File: config.mk
export PLATFORM = sky130hd
export DESIGN_NAME = clock_output_phase_accumulator
export DESIGN_NICKNAME = d
export VERILOG_FILES = /design/src/cop_pkg.sv /design/src/cop_div.sv /design/src/clock_output_phase_accumulator.sv
export SDC_FILE = /design/constraint.sdc
export NUM_CORES = 1
export LEC_CHECK = 0
export ABC_AREA = 1
export ABC_CLOCK_PERIOD_IN_PS = 7100
export BUFFER_PORTS_ARGS = -buffer_cell sky130_fd_sc_hd__buf_4
export CORE_ASPECT_RATIO = 0.6
export CORE_MARGIN = 8
export CORE_UTILIZATION = 40
export CTS_CLUSTER_DIAMETER = 200
export DETAILED_ROUTE_END_ITERATION = 7
export MAX_ROUTING_LAYER = met4
export PLACE_DENSITY = 0.57
export SETUP_SLACK_MARGIN = 0.5
export SLEW_MARGIN = 10
export SYNTH_ARGS = -nofsm -noshare
export SYNTH_HDL_FRONTEND = slang
export SYNTH_SLANG_ARGS = --single-unit
File: constraint.sdc
create_clock -name clk -period 7.1 [get_ports clk]
set_input_delay 1.42 -clock clk [delete_from_list [all_inputs] [get_ports clk]]
set_output_delay 1.42 -clock clk [all_outputs]
set_load 0.01 [all_outputs]
File: src/cop_pkg.sv
// Shared types and constants for the clock output phase accumulator.
`default_nettype none
package cop_pkg;

	localparam int TIME_W    = 64;
	localparam int CLK_W     = 26;
	localparam int QUO_W     = 25;
	localparam int MUX_W     = 8;
	localparam int CNT_OUT_W = 10;
	localparam int TOTAL_W   = 32;

	localparam logic [MUX_W-1:0] MUX_CLOCK_OUT    = 8'h05;
	localparam logic [QUO_W-1:0] HALF_PERIOD_NUM  = 25'd32000000;
	localparam logic [CLK_W-1:0] DEFAULT_CLOCK_HZ = 26'd24000000;
	localparam int               DEFAULT_MAX_EDGES = 1000;

	localparam logic CMD_POLL       = 1'b0;
	localparam logic CMD_SOFT_RESET = 1'b1;

	typedef enum logic [2:0] {
		ST_IDLE,
		ST_DIV,
		ST_START_STEP,
		ST_START_ADD,
		ST_CHECK,
		ST_ADVANCE,
		ST_CAP_CHECK,
		ST_CAP_ADD
	} cop_state_t;

endpackage
`default_nettype wire

File: src/cop_div.sv
// Restoring divider: fixed half-period numerator over the clock, one bit per cycle.
`default_nettype none
module cop_div (
	input  wire logic                        clk,
	input  wire logic                        arst_n,
	input  wire logic                        start,
	input  wire logic [cop_pkg::CLK_W-1:0]   divisor,
	output logic                             done,
	output logic [cop_pkg::QUO_W-1:0]        quotient,
	output logic [cop_pkg::CLK_W-1:0]        remainder
);

	localparam int QW = cop_pkg::QUO_W;
	localparam int CW = cop_pkg::CLK_W;
	localparam int NW = $clog2(QW + 1);

	logic [NW-1:0] cnt_q;
	logic          done_q;
	logic [CW-1:0] div_q;
	logic [CW-1:0] rem_q;
	logic [QW-1:0] quo_q;

	logic [CW:0]   trial;
	logic          fits;
	logic [CW-1:0] rem_next;

	always_comb begin
		trial    = {rem_q, quo_q[QW-1]};
		fits     = trial >= {1'b0, div_q};
		rem_next = fits ? CW'(trial - {1'b0, div_q}) : trial[CW-1:0];
	end

	always_ff @(posedge clk or negedge arst_n) begin
		if (!arst_n) begin
			cnt_q  <= '0;
			done_q <= 1'b0;
		end else begin
			done_q <= (cnt_q == NW'(1));
			if (start) begin
				cnt_q <= NW'(QW);
			end else if (cnt_q != '0) begin
				cnt_q <= cnt_q - NW'(1);
			end
		end
	end

	always_ff @(posedge clk) begin
		if (start) begin
			div_q <= divisor;
			rem_q <= '0;
			quo_q <= cop_pkg::HALF_PERIOD_NUM;
		end else if (cnt_q != '0) begin
			rem_q <= rem_next;
			quo_q <= {quo_q[QW-2:0], fits};
		end
	end

	assign done      = done_q;
	assign quotient  = quo_q;
	assign remainder = rem_q;

endmodule
`default_nettype wire

File: src/clock_output_phase_accumulator.sv
// Top level: polled fractional clock divider driving a clock output pin.
//
//  channel | signals                                   | direction
//  --------+-------------------------------------------+----------
//  in      | in_valid/in_ready, command, now_us,       | into block
//          | pin_mux, sysclk_freq                      |
//  out     | out_valid/out_ready, pin_state, running,  | out of block
//          | toggles_now, total_toggles,               |
//          | next_event_us, half_period_whole_us       |
//  cfg     | cfg_write, cfg_data (default clock in Hz) | into block
//
// A stop or soft reset finishes directly. A poll with the clock output selected
// reruns the bit-serial divider on a clock change, steps and adds when the output
// starts, checks and advances per edge emitted, and adds again at the cap with an
// edge still due. The edge loop shares one step unit and one 64-bit saturating
// adder. in_ready is high only in idle with no result waiting; a result that finds
// the output register full holds in_ready low. Asynchronous reset stops the output.
`default_nettype none
module clock_output_phase_accumulator #(
	parameter int MAX_EDGES_PER_POLL = cop_pkg::DEFAULT_MAX_EDGES
) (
	input  wire logic                              clk,
	input  wire logic                              arst_n,

	input  wire logic                              cfg_write,
	input  wire logic [cop_pkg::CLK_W-1:0]         cfg_data,

	input  wire logic                              in_valid,
	output logic                                   in_ready,
	input  wire logic                              command,
	input  wire logic [cop_pkg::TIME_W-1:0]        now_us,
	input  wire logic [cop_pkg::MUX_W-1:0]         pin_mux,
	input  wire logic [cop_pkg::CLK_W-1:0]         sysclk_freq,

	output logic                                   out_valid,
	input  wire logic                              out_ready,
	output logic                                   pin_state,
	output logic                                   running,
	output logic [cop_pkg::CNT_OUT_W-1:0]          toggles_now,
	output logic [cop_pkg::TOTAL_W-1:0]            total_toggles,
	output logic [cop_pkg::TIME_W-1:0]             next_event_us,
	output logic [cop_pkg::QUO_W-1:0]              half_period_whole_us
);

	localparam int TW_ = cop_pkg::TIME_W;
	localparam int CW  = cop_pkg::CLK_W;
	localparam int QW  = cop_pkg::QUO_W;
	localparam int SW  = QW + 1;
	localparam int NCW = $clog2(MAX_EDGES_PER_POLL + 1);
	localparam int KW  = (NCW > cop_pkg::CNT_OUT_W) ? NCW : cop_pkg::CNT_OUT_W;
	localparam logic [TW_-1:0] NEVER = '1;

	cop_pkg::cop_state_t state_q, state_d;
	logic finish_q, finish_d;

	// block state
	logic [CW-1:0]               default_clock_q;
	logic                        active_q;
	logic                        level_q;
	logic [QW-1:0]               whole_step_q;
	logic [CW-1:0]               frac_step_q;
	logic [CW-1:0]               rem_sum_q;
	logic [CW-1:0]               last_clock_q;
	logic [TW_-1:0]              next_edge_q;
	logic [cop_pkg::TOTAL_W-1:0] edge_count_q;

	// per-item working registers
	logic [TW_-1:0] now_q;
	logic [KW-1:0]  toggles_q;
	logic [SW-1:0]  step_q;

	// output register
	logic                          out_valid_q;
	logic                          pin_state_q;
	logic                          running_q;
	logic [cop_pkg::CNT_OUT_W-1:0] toggles_now_q;
	logic [cop_pkg::TOTAL_W-1:0]   total_q;
	logic [TW_-1:0]                next_event_q;
	logic [QW-1:0]                 half_whole_q;

	logic          accept;
	logic [CW-1:0] eff_clock;
	logic          clock_change;
	logic          div_start;
	logic          div_done;
	logic [QW-1:0] div_quo;
	logic [CW-1:0] div_rem;

	logic [CW:0]    rsum_add;
	logic           rsum_carry;
	logic [CW-1:0]  rsum_new;
	logic [SW-1:0]  step_raw;
	logic [SW-1:0]  step_val;

	logic [TW_-1:0] add_base;
	logic [TW_:0]   add_sum;
	logic [TW_-1:0] sat_sum;

	logic          due;
	logic [KW-1:0] toggles_inc;
	logic          cap_hit;
	logic          out_free;

	// Bresenham step: whole part plus one when the remainder wraps, never 0
	always_comb begin
		rsum_add   = {1'b0, rem_sum_q} + {1'b0, frac_step_q};
		rsum_carry = rsum_add >= {1'b0, last_clock_q};
		rsum_new   = rsum_carry ? CW'(rsum_add - {1'b0, last_clock_q}) : rsum_add[CW-1:0];
		step_raw   = {1'b0, whole_step_q} + SW'(rsum_carry);
		step_val   = (step_raw == '0) ? SW'(1) : step_raw;
	end

	// shared saturating schedule adder
	always_comb begin
		add_base = (state_q == cop_pkg::ST_ADVANCE) ? next_edge_q : now_q;
		add_sum  = {1'b0, add_base} + (TW_ + 1)'(step_q);
		sat_sum  = add_sum[TW_] ? NEVER : add_sum[TW_-1:0];
	end

	always_comb begin
		accept    = in_valid && in_ready;
		if (sysclk_freq != '0) begin
			eff_clock = sysclk_freq;
		end else if (default_clock_q != '0) begin
			eff_clock = default_clock_q;
		end else begin
			eff_clock = CW'(1);
		end
		clock_change = eff_clock != last_clock_q;
		due          = active_q && (next_edge_q != NEVER) && (now_q >= next_edge_q);
		toggles_inc  = toggles_q + KW'(1);
		cap_hit      = toggles_inc >= KW'(MAX_EDGES_PER_POLL);
		out_free     = !out_valid_q || out_ready;
	end

	always_ff @(posedge clk or negedge arst_n) begin
		if (!arst_n) begin
			state_q  <= cop_pkg::ST_IDLE;
			finish_q <= 1'b0;
		end else begin
			state_q  <= state_d;
			finish_q <= finish_d;
		end
	end

	// next state; finish_q marks an item whose result waits for the output register
	always_comb begin
		state_d   = state_q;
		finish_d  = finish_q;
		div_start = 1'b0;
		in_ready  = 1'b0;
		case (state_q)
			cop_pkg::ST_IDLE: begin
				if (finish_q) begin
					if (out_free) begin
						finish_d = 1'b0;
					end
				end else begin
					in_ready = 1'b1;
					if (in_valid) begin
						if (command == cop_pkg::CMD_SOFT_RESET) begin
							finish_d = 1'b1;
						end else if (pin_mux == cop_pkg::MUX_CLOCK_OUT) begin
							if (clock_change) begin
								div_start = 1'b1;
								state_d   = cop_pkg::ST_DIV;
							end else if (!active_q) begin
								state_d = cop_pkg::ST_START_STEP;
							end else begin
								state_d = cop_pkg::ST_CHECK;
							end
						end else begin
							finish_d = 1'b1;
						end
					end
				end
			end
			cop_pkg::ST_DIV: begin
				if (div_done) begin
					state_d = active_q ? cop_pkg::ST_CHECK : cop_pkg::ST_START_STEP;
				end
			end
			cop_pkg::ST_START_STEP: state_d = cop_pkg::ST_START_ADD;
			cop_pkg::ST_START_ADD:  state_d = cop_pkg::ST_CHECK;
			cop_pkg::ST_CHECK: begin
				if (due) begin
					state_d = cop_pkg::ST_ADVANCE;
				end else begin
					state_d  = cop_pkg::ST_IDLE;
					finish_d = 1'b1;
				end
			end
			cop_pkg::ST_ADVANCE: begin
				state_d = cap_hit ? cop_pkg::ST_CAP_CHECK : cop_pkg::ST_CHECK;
			end
			cop_pkg::ST_CAP_CHECK: begin
				if (due) begin
					state_d = cop_pkg::ST_CAP_ADD;
				end else begin
					state_d  = cop_pkg::ST_IDLE;
					finish_d = 1'b1;
				end
			end
			cop_pkg::ST_CAP_ADD: begin
				state_d  = cop_pkg::ST_IDLE;
				finish_d = 1'b1;
			end
			default: state_d = cop_pkg::ST_IDLE;
		endcase
	end

	always_ff @(posedge clk or negedge arst_n) begin
		if (!arst_n) begin
			default_clock_q <= cop_pkg::DEFAULT_CLOCK_HZ;
			active_q        <= 1'b0;
			level_q         <= 1'b0;
			whole_step_q    <= '0;
			frac_step_q     <= '0;
			rem_sum_q       <= '0;
			last_clock_q    <= '0;
			next_edge_q     <= NEVER;
			edge_count_q    <= '0;
		end else begin
			if (cfg_write) begin
				default_clock_q <= cfg_data;
			end
			case (state_q)
				cop_pkg::ST_IDLE: begin
					if (accept) begin
						if (command == cop_pkg::CMD_SOFT_RESET) begin
							active_q     <= 1'b0;
							level_q      <= 1'b0;
							whole_step_q <= '0;
							frac_step_q  <= '0;
							rem_sum_q    <= '0;
							last_clock_q <= '0;
							next_edge_q  <= NEVER;
							edge_count_q <= '0;
						end else if (pin_mux == cop_pkg::MUX_CLOCK_OUT) begin
							if (clock_change) begin
								last_clock_q <= eff_clock;
								rem_sum_q    <= '0;
							end
						end else if (active_q) begin
							active_q    <= 1'b0;
							level_q     <= 1'b0;
							next_edge_q <= NEVER;
						end
					end
				end
				cop_pkg::ST_DIV: begin
					if (div_done) begin
						whole_step_q <= (div_quo == '0 && div_rem == '0) ? QW'(1) : div_quo;
						frac_step_q  <= div_rem;
					end
				end
				cop_pkg::ST_START_STEP: begin
					rem_sum_q <= rsum_new;
					active_q  <= 1'b1;
					level_q   <= 1'b1;
				end
				cop_pkg::ST_START_ADD: next_edge_q <= sat_sum;
				cop_pkg::ST_CHECK: begin
					if (due) begin
						rem_sum_q    <= rsum_new;
						level_q      <= ~level_q;
						edge_count_q <= edge_count_q + cop_pkg::TOTAL_W'(1);
					end
				end
				cop_pkg::ST_ADVANCE: next_edge_q <= sat_sum;
				cop_pkg::ST_CAP_CHECK: begin
					if (due) begin
						rem_sum_q <= rsum_new;
					end
				end
				cop_pkg::ST_CAP_ADD: next_edge_q <= sat_sum;
				default: ;
			endcase
		end
	end

	// per-item registers; accept also clears the count, so a soft reset reports none
	always_ff @(posedge clk) begin
		if (accept) begin
			now_q     <= now_us;
			toggles_q <= '0;
		end
		if (state_q == cop_pkg::ST_ADVANCE) begin
			toggles_q <= toggles_inc;
		end
		if (state_q == cop_pkg::ST_START_STEP || state_q == cop_pkg::ST_CHECK ||
				state_q == cop_pkg::ST_CAP_CHECK) begin
			step_q <= step_val;
		end
	end

	always_ff @(posedge clk or negedge arst_n) begin
		if (!arst_n) begin
			out_valid_q <= 1'b0;
		end else if (state_q == cop_pkg::ST_IDLE && finish_q && out_free) begin
			out_valid_q <= 1'b1;
		end else if (out_ready) begin
			out_valid_q <= 1'b0;
		end
	end

	always_ff @(posedge clk) begin
		if (state_q == cop_pkg::ST_IDLE && finish_q && out_free) begin
			pin_state_q   <= level_q;
			running_q     <= active_q;
			toggles_now_q <= toggles_q[cop_pkg::CNT_OUT_W-1:0];
			total_q       <= edge_count_q;
			next_event_q  <= active_q ? next_edge_q : NEVER;
			half_whole_q  <= whole_step_q;
		end
	end

	cop_div u_div (
		.clk       (clk),
		.arst_n    (arst_n),
		.start     (div_start),
		.divisor   (eff_clock),
		.done      (div_done),
		.quotient  (div_quo),
		.remainder (div_rem)
	);

	assign out_valid            = out_valid_q;
	assign pin_state            = pin_state_q;
	assign running              = running_q;
	assign toggles_now          = toggles_now_q;
	assign total_toggles        = total_q;
	assign next_event_us        = next_event_q;
	assign half_period_whole_us = half_whole_q;

endmodule
`default_nettype wire

==> impl_metrics.tcl <==
set metrics [dict create \
    net_switching_fraction_of_the_power 0.475 \
    netlist_instances 3959 \
    grt_antenna_before_repair 3 \
    dp_hpwl_mm 85.7 \
    ys.flop_type "sky130_fd_sc_hd__edfxtp_1" \
    fin_hold_ws_ns 0.453 \
    mappedNetlistArea_sq_um 32300 \
    p_comb_frac 0.530 \
    drt_first_pass_iters 6 \
    multi_input_comb_area_sq_um 15100 \
    grt_start_max_net_pins 113 \
    die_width_microns 383 \
    finalWorstPathRequiredPeriod_ns 6.18 \
    floorplan.die.height_microns 236 \
    clk_pin_slew_worst_paths_ns 0.07 \
    fmax_ghz 0.162 \
    drv_slew 0 \
    antenna_violating_nets_post_route 0 \
    die_area_sq_um 90500 \
    slew_headroom 0.230 \
    drc 0 \
    setup_total_negative_slack_ns 0 \
    post-route-worst-setup-slack_ns 0.917 \
    setup.worst_path.start_class "flip-flop" \
    cts_sinks 548 \
    yosysUniqueCellTypes 58 \
    layout_common_cells "sky130_fd_sc_hd__nand2_1 (944), sky130_fd_sc_hd__inv_1 (519), sky130_fd_sc_hd__nor2_1 (414)" \
    power_density_nw_per_um2 470 \
    fraction_of_the_core_area_covered_by_cells_at_the_end_of_the_flow 0.469 \
    drv_cap 0 \
    finalInstanceArea_sq_um 37400 \
    total_power_mw 17.6 \
    p_int_mw 9.22 \
    async_reset_ff_frac 0.434 \
    grt_setup_unrepaired "false" \
    dpl_worst_slack_ns 0.463 \
    critical-path-slowest-cell "sky130_fd_sc_hd__fa_1" \
    tightest_slew_ns 1.15 \
    grt_use_total 0.239 \
    skew_ns 0.0307 \
    critPathMaxStageDelay_ns 0.45 \
    critical_path.endpoint_type "flip-flop" \
    placeableCoreArea_sq_um 79800 \
    run_status "finished, final reports clean" \
    start_util 0.405 \
    post_synth_edffs 259 \
    cts_hold_buffers 0 \
    routed-via-count 27861 \
    clk_root_buffer_cell "sky130_fd_sc_hd__clkbuf_16" \
    critical_path.most_common_cell "sky130_fd_sc_hd__nand2_1" \
    rows 80 \
    cts-buffers-inserted 56 \
    synthToLayoutAreaGrowth_pct 15.5 \
    layout_commonest_cell "sky130_fd_sc_hd__nand2_1" \
    worst_skew_pair.late_latency_ns 0.64 \
    synth_sequential_area_ratio 0.459 \
    total_leakage_power_nw 16.8 \
    cp_max_fo 5 \
    fill_cells 7750 \
    synth_area_per_cell_sq_um 8.17 \
    globalRouteOverflowTotal 0 \
    class_of_the_worst_hold_path "reg2reg" \
    grt_pass1_wl_mm 165 \
    placer_s_final_routability_congestion_estimate 0.974 \
    area_of_all_sequential_standard_cells_sq_um 14800 \
    via_per_inst 5.24 \
    detail_route.wirelength_mm 108 \
    dr.first_iter.drc_count 2680 \
    finalNonFillerCells 5322 \
    avgRoutedWirePerCell_microns 20.3 \
    net-switching-power_mw 8.34 \
    placedCellCount 5214 \
    ys.warnings.count 0 \
    post_route_cells_drive_above_1_share 0.126 \
    fraction_of_the_cycle_the_final_worst_path_needs 0.871 \
    postSynthRegisterBits 548 \
    buffer_ports.inserted 264 \
    h-tree-depth 2 \
    setup_viol_count_final 0 \
    worstSetupPathType "reg2reg" \
    synth_fp_nets 4269 \
    pwr-share-seq 0.298 \
    cts_tree "built" \
    clk_path_buf_depth 3 \
    critPathArrivalTime_ns 6.69 \
    placedInstanceArea_sq_um 35500 \
    ir_worst_vdd_mv 0.254 \
    clock_power_share 0.172 \
    timing_hold_violations_final 0 \
    critical_path_required_ns 7.61 \
    finish.net_count 4518 \
    floorplan.io_pins 265 \
    first_global_vias 26217 \
]
-- metal layers --
layer  track usage  part of all wire
met2         0.296              0.37
met4        0.0316             0.011
met5             -                 0
met3        0.0622             0.097
met1         0.384              0.52
-- logic make-up after synthesis --
| family | Yosys count | synth area share |
|---|---|---|
| compound gates | 668 | 0.117 |
| xor+xnor | 178 | 0.0482 |
| fa+ha+maj | 180 | 0.0706 |
| buf+inv | 634 | 0.0769 |
| flops | 548 | 0.459 |
| mux | 13 | 0.00453 |
| simple gates | 1738 | 0.224 |
-- power by group through the flow --
stage	Clock (mW)	Combinational (mW)	Sequential, mW
2_1_floorplan	0	6.06	5.15
3_3_place_gp	0	9.12	5.26
3_5_place_dp	0	9.04	5.27
4_1_cts	3.09	9.10	5.23
5_1_grt	3.21	10.3	5.33
6_report	3.02	9.31	5.23
-- sequential cells by signal, indices dropped and copies added (netlist names), 5 cells and up --
| register | flops |
|---|---|
| next_edge_q | 64 |
| step_q | 26 |
| next_event_us | 64 |
| u_div.quotient | 25 |
| u_div.div_q | 26 |
| frac_step_q | 26 |
| toggles_now | 10 |
| now_q | 64 |
| edge_count_q | 32 |
| default_clock_q | 26 |
| total_toggles | 32 |
| u_div.cnt_q | 5 |
| whole_step_q | 25 |
| u_div.remainder | 26 |
| half_period_whole_us | 25 |
| rem_sum_q | 26 |
| toggles_q | 10 |
| last_clock_q | 26 |
-- critical path: cells and delay by family, from the launching register on --
family                   cells  cell delay [ns]
AND/OR/NAND/NOR             22             2.82
adder cells (fa/ha/maj)      5             1.55
AO/OA/AOI/OAI                3             0.66
XOR/XNOR                     2             0.37
flip-flops                   1             0.36
buffers and inverters        3             0.29
-- final cells by class --
class                      instances  area share
sequential                       548       0.397
antenna                            1   0.0000670
timing repair buffer             295      0.0601
clock inverter                    29     0.00656
inverter                         530      0.0532
clock buffer                      76      0.0423
tap                             1066      0.0357
multi-input combinational       2777       0.405
-- synthesized netlist by cell type, drive strengths merged, types with 7 or more instances --
cell type | n | area share
nand2 | 949 | 0.11
o22ai | 72 | 0.014
o211ai | 21 | 0.0049
a31oi | 15 | 0.0029
nor4 | 34 | 0.0066
xnor2 | 54 | 0.015
inv | 528 | 0.061
dfstp | 74 | 0.060
nor3 | 60 | 0.0094
o21ai | 265 | 0.042
nand3 | 146 | 0.023
ha | 176 | 0.068
edfxtp | 259 | 0.24
mux2 | 13 | 0.0045
xor2 | 124 | 0.034
o31ai | 27 | 0.0063
a21o | 16 | 0.0037
clkbuf | 67 | 0.0078
buf | 37 | 0.0076
nor2 | 425 | 0.050
o21bai | 16 | 0.0044
or2 | 11 | 0.0021
dfrtp | 164 | 0.13
nand3b | 7 | 0.0016
a21oi | 220 | 0.034
nand4 | 98 | 0.019
dfxtp | 51 | 0.032
-- what timing repair did --
item,4_1_cts,5_1_grt
setup buffers,0,2
resized for setup,1,14
endpoints found under the setup margin,1,8
pin swaps,0,2
-- final timing paths --
kind,cells after the start,to,start,slack [ns]
max in group asynchronous,2,whole_step_q[7],arst_n,5.00
setup / recovery,35,step_q[0],frac_step_q[0],0.92
hold / removal,0,toggles_now[9],toggles_q[9],0.45
min in group asynchronous,1,default_clock_q[25],arst_n,0.73
setup reg to reg,35,step_q[0],frac_step_q[0],0.92
hold reg to reg,0,toggles_now[9],toggles_q[9],0.45
Note: power is estimated with default switching activity, not from simulation.
